File: config.mk
export PLATFORM = sky130hd
export DESIGN_NAME = rgb_to_hsv_pixel
export DESIGN_NICKNAME = d
export VERILOG_FILES = /design/src/sv/rgbhsv_pkg.sv /design/src/sv/rgbhsv_prep.sv /design/src/sv/rgbhsv_div_pipe.sv /design/src/sv/rgbhsv_post.sv /design/src/sv/rgb_to_hsv_pixel.sv
export SDC_FILE = /design/constraint.sdc
export NUM_CORES = 1
export LEC_CHECK = 0
export BUFFER_PORTS_ARGS = -buffer_cell sky130_fd_sc_hd__buf_2
export CORE_MARGIN = 5
export CORE_UTILIZATION = 65
export CTS_BUF_LIST = sky130_fd_sc_hd__clkbuf_8
export DETAILED_ROUTE_END_ITERATION = 12
export HOLD_SLACK_MARGIN = 0.12
export PLACE_DENSITY_LB_ADDON = 0.3
export SYNTH_ARGS = -nofsm -noshare
export SYNTH_HDL_FRONTEND = slang
export SYNTH_SLANG_ARGS = --single-unit
File: constraint.sdc
create_clock -name clk_i -period 11.7 [get_ports clk_i]
set_input_delay 0.585 -clock clk_i [delete_from_list [all_inputs] [get_ports clk_i]]
set_output_delay 0.585 -clock clk_i [all_outputs]
set_load 0.01 [all_outputs]
File: src/sv/rgbhsv_pkg.sv
// ----------------------------------------------------------------------------
// RGB to HSV package
// Shared widths, constants, pipeline payload types and the divider step.
// ----------------------------------------------------------------------------
`default_nettype none

package rgbhsv_pkg;

  localparam int CH_W            = 8;
  localparam int HUE_W           = 9;
  localparam int DVD_W           = 2 * CH_W;
  localparam int LANES           = 2;
  localparam int STEPS_PER_STAGE = 2;
  localparam int DIV_STAGES      = CH_W / STEPS_PER_STAGE;

  localparam logic [0:0] LANE_SAT = 1'b0;
  localparam logic [0:0] LANE_HUE = 1'b1;

  localparam logic [CH_W-1:0]  SAT_FULL   = 8'd255;
  localparam logic [HUE_W-1:0] HUE_SECTOR = 9'd60;
  localparam logic [HUE_W-1:0] HUE_RED    = 9'd0;
  localparam logic [HUE_W-1:0] HUE_GREEN  = 9'd120;
  localparam logic [HUE_W-1:0] HUE_BLUE   = 9'd240;
  localparam logic [HUE_W-1:0] HUE_WRAP   = 9'd360;

  typedef struct packed {
    logic [CH_W-1:0] rem;
    logic [CH_W-1:0] low;
    logic [CH_W-1:0] dvsr;
    logic [CH_W-1:0] quo;
  } div_lane_t;

  typedef div_lane_t [LANES-1:0] div_pair_t;

  typedef struct packed {
    logic [HUE_W-1:0] base;
    logic             neg;
    logic             zd;
    logic [CH_W-1:0]  val;
  } pix_side_t;

  function automatic div_lane_t div_step(input div_lane_t l);
    logic [CH_W:0] trial;
    logic [CH_W:0] diff;
    div_lane_t     r;
    trial = {l.rem, l.low[CH_W-1]};
    diff  = trial - {1'b0, l.dvsr};
    r     = l;
    r.low = {l.low[CH_W-2:0], 1'b0};
    if (trial >= {1'b0, l.dvsr}) begin
      r.rem = diff[CH_W-1:0];
      r.quo = {l.quo[CH_W-2:0], 1'b1};
    end else begin
      r.rem = trial[CH_W-1:0];
      r.quo = {l.quo[CH_W-2:0], 1'b0};
    end
    return r;
  endfunction

endpackage

`default_nettype wire

File: src/sv/rgbhsv_prep.sv
// ----------------------------------------------------------------------------
// RGB to HSV front stage
// Finds the largest and smallest channel, the hue sector and the two
// dividends, and registers them as the first pipeline stage.
// ----------------------------------------------------------------------------
`default_nettype none

module rgbhsv_prep
  import rgbhsv_pkg::*;
(
  input  wire logic            clk_i,
  input  wire logic            rst_ni,
  input  wire logic            in_valid_i,
  output logic                 in_ready_o,
  input  wire logic [CH_W-1:0] red_i,
  input  wire logic [CH_W-1:0] green_i,
  input  wire logic [CH_W-1:0] blue_i,
  output logic                 out_valid_o,
  input  wire logic            out_ready_i,
  output div_pair_t            out_lanes_o,
  output pix_side_t            out_side_o
);

  logic             valid_q;
  logic             en;
  logic [CH_W-1:0]  mx;
  logic [CH_W-1:0]  mn;
  logic [CH_W-1:0]  delta;
  logic [CH_W-1:0]  absd;
  logic             neg;
  logic [HUE_W-1:0] base;
  logic [DVD_W-1:0] hue_num;
  logic [DVD_W-1:0] sat_num;
  div_pair_t        lanes_d;
  div_pair_t        lanes_q;
  pix_side_t        side_d;
  pix_side_t        side_q;

  always_comb begin
    mn = red_i;
    if (green_i < mn) begin
      mn = green_i;
    end
    if (blue_i < mn) begin
      mn = blue_i;
    end

    priority if ((red_i >= green_i) && (red_i >= blue_i)) begin
      mx   = red_i;
      neg  = green_i < blue_i;
      absd = neg ? (blue_i - green_i) : (green_i - blue_i);
      base = neg ? HUE_WRAP : HUE_RED;
    end else if (green_i >= blue_i) begin
      mx   = green_i;
      neg  = blue_i < red_i;
      absd = neg ? (red_i - blue_i) : (blue_i - red_i);
      base = HUE_GREEN;
    end else begin
      mx   = blue_i;
      neg  = red_i < green_i;
      absd = neg ? (green_i - red_i) : (red_i - green_i);
      base = HUE_BLUE;
    end

    delta   = mx - mn;
    hue_num = DVD_W'(absd) * DVD_W'(HUE_SECTOR);
    sat_num = DVD_W'(delta) * DVD_W'(SAT_FULL);

    lanes_d[LANE_SAT] = '{rem: sat_num[DVD_W-1:CH_W], low: sat_num[CH_W-1:0],
                          dvsr: mx, quo: '0};
    lanes_d[LANE_HUE] = '{rem: hue_num[DVD_W-1:CH_W], low: hue_num[CH_W-1:0],
                          dvsr: delta, quo: '0};
    side_d = '{base: base, neg: neg, zd: (delta == '0), val: mx};
  end

  assign en = !valid_q || out_ready_i;

  always_ff @(posedge clk_i or negedge rst_ni) begin
    if (!rst_ni) begin
      valid_q <= 1'b0;
    end else if (en) begin
      valid_q <= in_valid_i;
    end
  end

  always_ff @(posedge clk_i) begin
    if (en && in_valid_i) begin
      lanes_q <= lanes_d;
      side_q  <= side_d;
    end
  end

  assign in_ready_o  = en;
  assign out_valid_o = valid_q;
  assign out_lanes_o = lanes_q;
  assign out_side_o  = side_q;

endmodule

`default_nettype wire

File: src/sv/rgbhsv_div_pipe.sv
// ----------------------------------------------------------------------------
// RGB to HSV divider pipeline
// Two restoring dividers in lockstep, a fixed number of quotient bits per
// stage, with the pixel sideband carried alongside.
// ----------------------------------------------------------------------------
`default_nettype none

module rgbhsv_div_pipe
  import rgbhsv_pkg::*;
(
  input  wire logic       clk_i,
  input  wire logic       rst_ni,
  input  wire logic       in_valid_i,
  output logic            in_ready_o,
  input  wire div_pair_t  in_lanes_i,
  input  wire pix_side_t  in_side_i,
  output logic            out_valid_o,
  input  wire logic       out_ready_i,
  output div_pair_t       out_lanes_o,
  output pix_side_t       out_side_o
);

  logic [DIV_STAGES-1:0] valid_q;
  logic [DIV_STAGES-1:0] en;
  div_pair_t             lanes_q [DIV_STAGES];
  pix_side_t             side_q  [DIV_STAGES];

  for (genvar s = 0; s < DIV_STAGES; s++) begin : g_stage
    logic      stg_valid;
    logic      stg_ready;
    div_pair_t stg_lanes;
    pix_side_t stg_side;
    div_pair_t stepped;

    if (s == 0) begin : g_first
      assign stg_valid = in_valid_i;
      assign stg_lanes = in_lanes_i;
      assign stg_side  = in_side_i;
    end else begin : g_mid
      assign stg_valid = valid_q[s-1];
      assign stg_lanes = lanes_q[s-1];
      assign stg_side  = side_q[s-1];
    end

    if (s == DIV_STAGES - 1) begin : g_last
      assign stg_ready = out_ready_i;
    end else begin : g_next
      assign stg_ready = en[s+1];
    end

    assign en[s] = !valid_q[s] || stg_ready;

    always_comb begin
      stepped = stg_lanes;
      for (int k = 0; k < STEPS_PER_STAGE; k++) begin
        for (int l = 0; l < LANES; l++) begin
          stepped[l] = div_step(stepped[l]);
        end
      end
    end

    always_ff @(posedge clk_i or negedge rst_ni) begin
      if (!rst_ni) begin
        valid_q[s] <= 1'b0;
      end else if (en[s]) begin
        valid_q[s] <= stg_valid;
      end
    end

    always_ff @(posedge clk_i) begin
      if (en[s] && stg_valid) begin
        lanes_q[s] <= stepped;
        side_q[s]  <= stg_side;
      end
    end
  end

  assign in_ready_o  = en[0];
  assign out_valid_o = valid_q[DIV_STAGES-1];
  assign out_lanes_o = lanes_q[DIV_STAGES-1];
  assign out_side_o  = side_q[DIV_STAGES-1];

endmodule

`default_nettype wire

File: src/sv/rgbhsv_post.sv
// ----------------------------------------------------------------------------
// RGB to HSV output stage
// Turns the quotients into hue, saturation and value and holds the result
// in the output register.
// ----------------------------------------------------------------------------
`default_nettype none

module rgbhsv_post
  import rgbhsv_pkg::*;
(
  input  wire logic        clk_i,
  input  wire logic        rst_ni,
  input  wire logic        in_valid_i,
  output logic             in_ready_o,
  input  wire div_pair_t   in_lanes_i,
  input  wire pix_side_t   in_side_i,
  output logic             out_valid_o,
  input  wire logic        out_ready_i,
  output logic [HUE_W-1:0] hue_deg_o,
  output logic [CH_W-1:0]  sat_level_o,
  output logic [CH_W-1:0]  val_level_o
);

  logic             valid_q;
  logic             en;
  logic [HUE_W-1:0] quo9;
  logic [HUE_W-1:0] hue_d;
  logic [HUE_W-1:0] hue_q;
  logic [CH_W-1:0]  sat_d;
  logic [CH_W-1:0]  sat_q;
  logic [CH_W-1:0]  val_q;
  logic             rem_nz;

  always_comb begin
    quo9   = HUE_W'(in_lanes_i[LANE_HUE].quo);
    rem_nz = in_lanes_i[LANE_HUE].rem != '0;
    if (in_side_i.zd) begin
      hue_d = '0;
      sat_d = '0;
    end else begin
      hue_d = in_side_i.neg ? (in_side_i.base - quo9 - HUE_W'(rem_nz))
                            : (in_side_i.base + quo9);
      sat_d = in_lanes_i[LANE_SAT].quo;
    end
  end

  assign en = !valid_q || out_ready_i;

  always_ff @(posedge clk_i or negedge rst_ni) begin
    if (!rst_ni) begin
      valid_q <= 1'b0;
    end else if (en) begin
      valid_q <= in_valid_i;
    end
  end

  always_ff @(posedge clk_i) begin
    if (en && in_valid_i) begin
      hue_q <= hue_d;
      sat_q <= sat_d;
      val_q <= in_side_i.val;
    end
  end

  assign in_ready_o  = en;
  assign out_valid_o = valid_q;
  assign hue_deg_o   = hue_q;
  assign sat_level_o = sat_q;
  assign val_level_o = val_q;

  a_hue_quo_range: assert property (@(posedge clk_i) disable iff (!rst_ni)
    (in_valid_i && !in_side_i.zd) |->
      (HUE_W'(in_lanes_i[LANE_HUE].quo) <= HUE_SECTOR))
    else $error("hue quotient above one sector");

  a_hue_rem_range: assert property (@(posedge clk_i) disable iff (!rst_ni)
    (in_valid_i && !in_side_i.zd) |->
      (in_lanes_i[LANE_HUE].rem < in_lanes_i[LANE_HUE].dvsr))
    else $error("hue remainder not below divisor");

  a_sat_rem_range: assert property (@(posedge clk_i) disable iff (!rst_ni)
    (in_valid_i && !in_side_i.zd) |->
      (in_lanes_i[LANE_SAT].rem < in_lanes_i[LANE_SAT].dvsr))
    else $error("saturation remainder not below divisor");

endmodule

`default_nettype wire

File: src/sv/rgb_to_hsv_pixel.sv
// ----------------------------------------------------------------------------
// RGB to HSV pixel converter
// Converts one 8-bit RGB pixel per cycle, unless stalled, to hue in degrees,
// saturation and value, using exact integer quotients.
//
//   Channel   Signals                                   Direction
//   input     in_valid_i, in_ready_o, red/green/blue_i  request in
//   output    out_valid_o, out_ready_i, hue/sat/val_o   request out
//
// One request enters per cycle unless stalled; stages are one front stage,
// four divider stages of two quotient bits each, and the output register.
// Reset clears all stage valid bits; no data registers are reset.
// A stall at the output fills empty stages first and then holds each
// stage in place, so no request is dropped or repeated.
// ----------------------------------------------------------------------------
`default_nettype none

module rgb_to_hsv_pixel
  import rgbhsv_pkg::*;
(
  input  wire logic             clk_i,
  input  wire logic             rst_ni,
  input  wire logic             in_valid_i,
  output logic                  in_ready_o,
  input  wire logic [CH_W-1:0]  red_i,
  input  wire logic [CH_W-1:0]  green_i,
  input  wire logic [CH_W-1:0]  blue_i,
  output logic                  out_valid_o,
  input  wire logic             out_ready_i,
  output logic [HUE_W-1:0]      hue_deg_o,
  output logic [CH_W-1:0]       sat_level_o,
  output logic [CH_W-1:0]       val_level_o
);

  logic      prep_valid;
  logic      div_ready;
  div_pair_t prep_lanes;
  pix_side_t prep_side;
  logic      div_valid;
  logic      post_ready;
  div_pair_t div_lanes;
  pix_side_t div_side;

  rgbhsv_prep u_prep (
    .clk_i       (clk_i),
    .rst_ni      (rst_ni),
    .in_valid_i  (in_valid_i),
    .in_ready_o  (in_ready_o),
    .red_i       (red_i),
    .green_i     (green_i),
    .blue_i      (blue_i),
    .out_valid_o (prep_valid),
    .out_ready_i (div_ready),
    .out_lanes_o (prep_lanes),
    .out_side_o  (prep_side)
  );

  rgbhsv_div_pipe u_div (
    .clk_i       (clk_i),
    .rst_ni      (rst_ni),
    .in_valid_i  (prep_valid),
    .in_ready_o  (div_ready),
    .in_lanes_i  (prep_lanes),
    .in_side_i   (prep_side),
    .out_valid_o (div_valid),
    .out_ready_i (post_ready),
    .out_lanes_o (div_lanes),
    .out_side_o  (div_side)
  );

  rgbhsv_post u_post (
    .clk_i       (clk_i),
    .rst_ni      (rst_ni),
    .in_valid_i  (div_valid),
    .in_ready_o  (post_ready),
    .in_lanes_i  (div_lanes),
    .in_side_i   (div_side),
    .out_valid_o (out_valid_o),
    .out_ready_i (out_ready_i),
    .hue_deg_o   (hue_deg_o),
    .sat_level_o (sat_level_o),
    .val_level_o (val_level_o)
  );

  a_hue_range: assert property (@(posedge clk_i) disable iff (!rst_ni)
    out_valid_o |-> (hue_deg_o < HUE_WRAP))
    else $error("hue out of range");

  a_black_zero: assert property (@(posedge clk_i) disable iff (!rst_ni)
    (out_valid_o && (val_level_o == '0)) |->
      ((sat_level_o == '0) && (hue_deg_o == '0)))
    else $error("black pixel with nonzero hue or saturation");

  a_ready_free: assert property (@(posedge clk_i) disable iff (!rst_ni)
    (!out_valid_o || out_ready_i) |-> in_ready_o)
    else $error("input stalled while output side is free");

endmodule

`default_nettype wire

==> flow_summary.ini, run 1 <==
[setup_path]
worst_path_most_repeated_cell = sky130_fd_sc_hd__inv_1
path_max_fanout = 17
setup.reg_to_reg.worst_slack_ps = 6650
rr_worst_depth = 19
crit_path_max_delay_cell_type = sky130_fd_sc_hd__a21oi_2
reg2reg_to = u_div.lanes_q[0][28]$_DFFE_PP_
reg2reg_from = u_prep.out_lanes_o[9]$_DFFE_PP_
worst-endpoint-required_ps = 11990
crit_type = input pin to flop
worst_ep_arrival_time_ps = 9290
critPathLaunchType = input pin
timing.critical_path.to_type = flop
timing.critical_path.slowest_cell_delay_ps = 610

[clocking]
cts.path.max_buffers = 3
post_cts_resize_count = 0
cts_root_buf = sky130_fd_sc_hd__clkbuf_8
cts_buffers = 42
clock_tree.htree_level_count = 2
clk-insertion-delay-late_ps = 540
worst_setup_hold_path_clk_slew_ps = 70
clock-sinks = 276
cts_tree = yes

[die]
start_util_pct = 65.93
top_level_ports = 55
placeableCoreArea_um2 = 31640
chipHeight_um = 189.1
floorplan.die_area_um2 = 35770
die_w_um = 189.1
row_count = 65

[drt]
final_antenna_net_count = 0
drt-met1-wl_um = 17310
vias_per_cell = 5.808
drt_first_iter_violations = 693
routedWlPerCell_um = 17.52
met3RoutedLength_um = 1403
route.vias.total = 14070
detailroute.wirelength.met2_um = 22080
drt-pass1-iter-count = 8
drc = 0
highest-signal-layer = met5
routed_wirelength_um = 42450

[sta]
grt_setup_unrepaired = false
timing.final.hold_violations = 0
period_needed_ps = 8993
finalWorstSetupSlack_ps = 2707
max_freq_mhz = 111.2
crit_share_post_route_pct = 76.86
maxSlewHeadroom_pct = 23.40
drv_slew = 0
report.final.setup_viol = 0
clock-skew-final_ps = 26.85
fin_tns_setup_ps = 0
tightest_slew_ps = 1144

[global_route]
globalRoute.totalOverflow = 0
aggregate_global_route_resource_usage_pct = 23.96
initial_antenna_violation_count = 1
vias_in_the_first_global_route = 14780
first_pass_grt_wire_length_um = 70690
grt_max_degree = 53

[layout]
layout.filler_cells = 2211
area_delta_synth_final_pct = 7.966
drive_above_1_share_pct = 13.11
layout.nets = 2340
final_common_cell = sky130_fd_sc_hd__inv_1
antennaDiodeCount = 0
finish.utilization_pct = 71.18
multi_input_comb_area_um2 = 11530
register_area_um2 = 8258
commonest_non_fill_non_tap_cells_in_the_layout = sky130_fd_sc_hd__inv_1 (279), sky130_fd_sc_hd__edfxtp_1 (270), sky130_fd_sc_hd__ha_1 (267), sky130_fd_sc_hd__a21oi_1 (122), sky130_fd_sc_hd__nor2_1 (102)

[worst_hold_path]
hold_end = u_prep.out_valid_o$_DFFE_PN0N_
hold_path_startpoint = in_valid_i
cell_count_of_the_worst_hold_path = 2
worst_hold_path_type = input pin to flop

[synthesis]
number_of_flops_mapped_to_enable_cells_by_yosys = 270
ys_ff_latch = 276
synthFlopType = sky130_fd_sc_hd__edfxtp_1
synth.net_count = 2255
yosys_warnings = 0
post_synth_instance_area_um2 = 20860
yosys.cell_types.count = 80
ys_seq_area_share_pct = 39.59
synthArstFlopShare_pct = 2.174
synthesis.instances = 1904
syn_avg_cell_area_um2 = 10.95

[placement]
number_of_port_buffers = 54
dpl_worst_slack_ps = 2312
gpl.final_weighted_congestion = 0.9615
dpl.hpwl_um = 34340

[job]
maxCapViolations = 0

[outcome]
status = finished clean
worst max-delay path: cells and delay by family:
family | cells | cell delay, ps
xor+xnor | 2 | 650
simple gates | 5 | 500
compound gates | 13 | 3060
fa+ha+maj | 9 | 3380
buf+inv | 8 | 760
mux | 1 | 360
how the worst max path moves through the flow:
stage | cells past startpoint | startpoint | to | slack (ps)
floorplan | 37 | green_i[0] | u_prep.out_lanes_o[29]$_DFFE_PP_ | 3410
global placement | 36 | green_i[0] | u_prep.out_lanes_o[29]$_DFFE_PP_ | 2540
detailed placement | 36 | green_i[0] | u_prep.out_lanes_o[29]$_DFFE_PP_ | 2310
CTS | 38 | green_i[0] | u_prep.out_lanes_o[29]$_DFFE_PP_ | 2790
global route | 38 | green_i[0] | u_prep.out_lanes_o[31]$_DFFE_PP_ | 1870
finish | 38 | green_i[0] | u_prep.out_lanes_o[29]$_DFFE_PP_ | 2710
registers in the layout (all words and copies together) (netlist names), 3 cells and up:
name / cells
u_div.lanes_q: 167
u_prep.out_lanes_o: 43
u_div.side_q: 28
u_post.hue_deg_o: 9
u_post.sat_level_o: 8
u_post.val_level_o: 8
u_prep.out_side_o: 7
u_div.g_stage.stg_valid: 3
metal layers:
layer,track usage [%],vias up
met1,27.80,6723
met3,3.190,104
li1,-,6952
met2,44.85,292
met5,0,-
met4,9.333,2
cells in the mapped netlist (all sizes together), types with 8 or more instances:
library cell	number	share of area (%)
and3	10	0.30
nand2b	12	0.36
mux2	109	6.0
edfxtp	270	39
ha	267	16
a21oi	129	3.3
nand4	28	0.87
o21ai	91	2.2
o21a	16	0.58
nor2b	42	1.3
nand2	86	1.6
nor2	104	1.9
a21o	37	1.3
inv	271	4.9
a31oi	8	0.27
xor2	35	1.5
clkbuf	12	0.22
xnor2	78	3.3
nor3	18	0.43
fa	56	5.4
o21bai	15	0.54
mux2i	33	1.6
nand3	26	0.62
or2	16	0.48
a21boi	23	0.83
what timing repair did:
item / 4_1_cts / 5_1_grt
setup endpoints to repair: 0 / 0
hold buffers: 1 / 0
endpoints found under the hold margin: 6 / 0
buffers inserted: 0 / 0
per-stage QoR:
step	hold WS, ps	cell area, um2	instances
2_1_floorplan	289.4	20860	1904
3_3_place_gp	402.6	21610	2346
3_5_place_dp	404.5	21610	2346
4_1_cts	212.9	22520	2423
5_1_grt	226.4	22520	2423
6_report	243.4	22520	2423
cell families after synthesis:
family	count (synthesis)	share of synthesized area, %
and+or+nand+nor	381	9.184
AOI/OAI and AO/OA	380	12.23
adders and majority gates	323	21.39
buffers and inverters	289	5.267
DFF	276	39.59
muxes	142	7.594
xor gates and xnor gates	113	4.745
layout make-up:
cell class | count | area share, %
clock buffers | 48 | 2.934
inverters | 271 | 4.528
well taps | 402 | 2.234
flip-flops and latches | 276 | 36.67
clock inverters | 28 | 1.039
repair buffers | 59 | 1.378
multi-input cells | 1339 | 51.22
Power of run 1 is not shown: default switching activity piles up to over one toggle a cycle in this logic, so the estimate is an artifact.
==> run 2: changes to the inputs <==
Clock period 11.7 ns to 8.43 ns, I/O delays scaled along.
==> run 2 against run 1 <==
  * Utilization grew 0.29 points
  * Sequential share of layout area shrank 0.15 points
  * Worst hold slack gained 25 ps
  * Clock skew grew 4.4 ps
  * Critical path depth grew 2
==> flow_summary.ini, run 2 (synthesis gave the netlist of run 1 again) <==
[die]
row_count = 65
start_util_pct = 65.93
chipHeight_um = 189.1
top_level_ports = 55
floorplan.die_area_um2 = 35770
placeableCoreArea_um2 = 31640
die_w_um = 189.1

[setup_path]
setup.reg_to_reg.worst_slack_ps = 3290
timing.critical_path.to_type = flop
reg2reg_to = u_div.lanes_q[0][28]$_DFFE_PP_
critPathLaunchType = input pin
worst_ep_arrival_time_ps = 8270
worst-endpoint-required_ps = 8730
worst_path_most_repeated_cell = sky130_fd_sc_hd__inv_1
crit_type = input pin to flop
crit_path_max_delay_cell_type = sky130_fd_sc_hd__fa_1
reg2reg_from = u_prep.out_lanes_o[9]$_DFFE_PP_
rr_worst_depth = 19
path_max_fanout = 14
timing.critical_path.slowest_cell_delay_ps = 560

[drt]
routedWlPerCell_um = 17.34
drc = 0
drt_first_iter_violations = 702
final_antenna_net_count = 0
vias_per_cell = 5.783
route.vias.total = 14120
routed_wirelength_um = 42330
drt-pass1-iter-count = 5

[global_route]
globalRoute.totalOverflow = 0
initial_antenna_violation_count = 1
grt_max_degree = 53
vias_in_the_first_global_route = 14730
aggregate_global_route_resource_usage_pct = 23.77
first_pass_grt_wire_length_um = 70500

[sta]
drv_slew = 0
max_freq_mhz = 125.5
timing.final.hold_violations = 0
finalWorstSetupSlack_ps = 460.8
maxSlewHeadroom_pct = 23.18
period_needed_ps = 7969
clock-skew-final_ps = 31.22
report.final.setup_viol = 0
tightest_slew_ps = 1147
crit_share_post_route_pct = 94.53
fin_tns_setup_ps = 0

[placement]
number_of_port_buffers = 54
dpl.hpwl_um = 34080
dpl_worst_slack_ps = -30.03
gpl.final_weighted_congestion = 1.010
place_inst = 2360

[clocking]
clock_tree.htree_level_count = 2
cts_buffers = 43
clock-sinks = 276
clk-insertion-delay-late_ps = 540
cts_tree = yes
cts.path.max_buffers = 3
cts_root_buf = sky130_fd_sc_hd__clkbuf_8
worst_setup_hold_path_clk_slew_ps = 70

[layout]
area_delta_synth_final_pct = 8.410
largest_reg_flops = 167
layout.filler_cells = 2182
top_register = u_div.lanes_q
antennaDiodeCount = 0
commonest_non_fill_non_tap_cells_in_the_layout = sky130_fd_sc_hd__inv_1 (281), sky130_fd_sc_hd__edfxtp_1 (270), sky130_fd_sc_hd__ha_1 (267), sky130_fd_sc_hd__a21oi_1 (119), sky130_fd_sc_hd__nor2_1 (102)
layoutNonFillerInstCount = 2441
drive_above_1_share_pct = 13.88
finish.utilization_pct = 71.47
final_common_cell = sky130_fd_sc_hd__inv_1
layout.nets = 2358

[outcome]
status = finished clean

[worst_hold_path]
worst_hold_path_type = input pin to asynchronous set/reset pin

[job]
maxCapViolations = 0
-- run 2: per-layer routing --
layer	vias up	share of wire (%)	track usage, %
li1	6973	-	-
met1	6746	42	29.47
met2	314	51	42.96
met3	82	3.9	3.263
met4	2	3.1	7.904
met5	-	0.017	0
-- run 2: cell type report --
cell class / count / area, um2 / share of cell area, %
flip-flops and latches: 276 / 8258 / 36.52
inverters: 271 / 1020 / 4.510
clock buffers: 44 / 605.6 / 2.678
multi-input cells: 1339 / 11550 / 51.10
repair buffers: 76 / 444.2 / 1.964
well taps: 402 / 503.0 / 2.224
clock inverters: 33 / 226.5 / 1.002
-- run 2: timing repair --
action,CTS,global route
hold buffers,2,0
resized for setup,0,7
setup buffers,0,2
endpoints found under the setup margin,0,3
hold endpoints to repair,7,0
-- run 2: through the flow --
stage	hold WS [ps]	area, um2
after floorplan	125.9	20860
after global placement	268.1	21720
after detailed placement	274.1	21720
after CTS	236.6	22570
after global routing	265.0	22610
final	268.3	22610
-- run 2: critical path, delay by kind of cell --
kind,cells,cell delay (ps)
compound gates,13,2180
xor+xnor,2,270
fa+ha+maj,10,3630
buf+inv,9,890
simple gates,6,830
-- run 2: worst max-delay path by stage --
stage,from,end
final,green_i[0],u_prep.out_lanes_o[29]$_DFFE_PP_
after global routing,green_i[0],u_prep.out_lanes_o[29]$_DFFE_PP_
after CTS,green_i[0],u_prep.out_lanes_o[29]$_DFFE_PP_
after detailed placement,green_i[0],u_prep.out_lanes_o[29]$_DFFE_PP_
after global placement,green_i[0],u_prep.out_lanes_o[29]$_DFFE_PP_
after floorplan,green_i[0],u_prep.out_lanes_o[29]$_DFFE_PP_
Power of run 2 is left out for the same reason.
==> run 3: changes to the inputs <==
==> constraint.sdc (replaced) <==
create_clock -name clk_i -period 8.43 [get_ports clk_i]
set_input_delay 1.686 -clock clk_i [delete_from_list [all_inputs] [get_ports clk_i]]
set_output_delay 1.686 -clock clk_i [all_outputs]
set_load 0.01 [all_outputs]
==> run 3 against run 2 <==
  * The flow now finishes with violations (setup timing)
  * Sequential share of layout area fell by 2.4 points
  * Clock skew fell by 16 ps
  * Register-to-register slack improved by 20 ps
  * Global-route usage rose by 0.96 points
  * Non-clock buffer count rose by 118
  * Sequential cell count did not move
  * Routed wire length rose by 4.7%
  * Count of clock-buffer cells in the layout rose by 4
  * Setup slack got worse by 510 ps
  * Critical path type unchanged
  * Highest routed layer is now met4
==> flow_summary.ini, run 3 (synthesis gave the netlist of run 1 again) <==
[outcome]
status = finished with violations
failed_checks = setup timing

[placement]
dpl_worst_slack_ps = -823.3
dpl.hpwl_um = 34460
number_of_port_buffers = 54
gpl.final_weighted_congestion = 0.9593

[die]
die_w_um = 189.1
start_util_pct = 65.93
floorplan.die_area_um2 = 35770
chipHeight_um = 189.1
top_level_ports = 55
placeableCoreArea_um2 = 31640
row_count = 65

[setup_path]
worst_ep_arrival_time_ps = 8780
rr_worst_depth = 19
worst-endpoint-required_ps = 8730
crit_type = input pin to flop
reg2reg_from = u_prep.out_lanes_o[9]$_DFFE_PP_
setup.reg_to_reg.worst_slack_ps = 3310
worst_path_most_repeated_cell = sky130_fd_sc_hd__inv_2
reg2reg_to = u_div.lanes_q[0][27]$_DFFE_PP_
path_depth = 38
cp.buffers_inverters = 9
timing.critical_path.to_type = flop
critical-path-top-delay-family = adder cells
crit_path_max_delay_cell_type = sky130_fd_sc_hd__fa_1
critPathLaunchType = input pin
timing.critical_path.slowest_cell_delay_ps = 540
path_max_fanout = 6

[sta]
maxSlewHeadroom_pct = 21.65
crit_share_post_route_pct = 100.6
timing.final.hold_violations = 0
drv_slew = 0
clock-skew-final_ps = 15.20
finalWorstSetupSlack_ps = -50.47
tightest_slew_ps = 1175
hold_ws_ps = 413.3
grt_setup_unrepaired = true
report.final.setup_viol = 2
period_needed_ps = 8480
max_freq_mhz = 117.9

[layout]
layout.filler_cells = 1986
final_common_cell = sky130_fd_sc_hd__edfxtp_1
commonest_non_fill_non_tap_cells_in_the_layout = sky130_fd_sc_hd__edfxtp_1 (270), sky130_fd_sc_hd__inv_1 (265), sky130_fd_sc_hd__ha_1 (250), sky130_fd_sc_hd__buf_4 (134), sky130_fd_sc_hd__a21oi_1 (109)
antennaDiodeCount = 0
top_register = u_div.lanes_q
drive_above_1_share_pct = 22.11
largest_reg_flops = 167
layout.nets = 2477
multi_input_comb_area_um2 = 12030
area_delta_synth_final_pct = 15.91
register_area_um2 = 8258

[clocking]
cts_tree = yes
cts_buffers = 44
clock-sinks = 276
cts_root_buf = sky130_fd_sc_hd__clkbuf_8
worst_setup_hold_path_clk_slew_ps = 60
cts.path.max_buffers = 3
clk-insertion-delay-late_ps = 550
ctsHoldBuffers = 0
clock_tree.htree_level_count = 2

[global_route]
grt_max_degree = 53
aggregate_global_route_resource_usage_pct = 24.73
globalRoute.totalOverflow = 0
initial_antenna_violation_count = 0
first_pass_grt_wire_length_um = 73400
vias_in_the_first_global_route = 15560

[job]
maxCapViolations = 0

[drt]
drt-pass1-iter-count = 7
drc = 0
route.vias.total = 14820
routedWlPerCell_um = 17.29
routed_wirelength_um = 44340
drt_first_iter_violations = 668
vias_per_cell = 5.779
final_antenna_net_count = 0

[worst_hold_path]
cell_count_of_the_worst_hold_path = 0
worst_hold_path_type = flop to flop
hold_path_startpoint = u_prep.out_side_o[17]$_SDFFCE_PP0P_
hold_end = u_div.side_q[0][17]$_DFFE_PP_
==> run 3: changes by cell type in the layout (fill, tap and decap cells not counted), sizes merged <==
cell	change
buf	+120
bufinv	+4
clkbuf	+4
inv	-4
dlygate4sd3	-2
clkinvlp	+1
==> run 3: area by class of cell <==
cell class | instances | share of cell area, %
inverter | 271 | 4.270
multi-input combinational | 1339 | 49.76
clock buffer | 48 | 2.733
timing repair buffer | 194 | 5.584
sequential | 276 | 34.16
clock inverter | 34 | 1.418
tap | 402 | 2.080
==> run 3: routing by layer <==
layer,part of all wire [%],GRT usage [%],vias to the layer above
met5,0,0,-
met4,4.1,10.23,0
met3,3.4,2.747,125
met2,52,46.26,340
met1,41,28.83,7114
li1,-,-,7239
==> run 3: stage by stage <==
stage	setup TNS, ps	std cells	instance area (um2)	utilization, %
floorplan	-1202	1904	21070	-
global placement	-3352	2464	22700	71.76
detailed placement	-5310	2464	22700	71.76
CTS	0	2555	23930	75.63
global route	-1641	2564	24180	76.42
finish	-50.87	2564	24180	76.42
==> run 3: timing repair <==
item	4_1_cts	5_1_grt
resized for setup	31	31
buffers inserted	9	9
setup endpoints to repair	6	8
pin swaps	32	39
==> run 3: how the worst max path moves through the flow <==
stage                from                               end  slack (ps)
2_1_floorplan  green_i[0]  u_prep.out_lanes_o[29]$_DFFE_PP_        -320
3_3_place_gp   green_i[0]  u_prep.out_lanes_o[29]$_DFFE_PP_        -590
3_5_place_dp   green_i[0]  u_prep.out_lanes_o[31]$_DFFE_PP_        -820
4_1_cts        green_i[0]  u_prep.out_lanes_o[29]$_DFFE_PP_           2
5_1_grt        green_i[0]  u_prep.out_lanes_o[29]$_DFFE_PP_        -380
6_report       green_i[0]  u_prep.out_lanes_o[29]$_DFFE_PP_         -50
Power of run 3 is left out for the same reason.
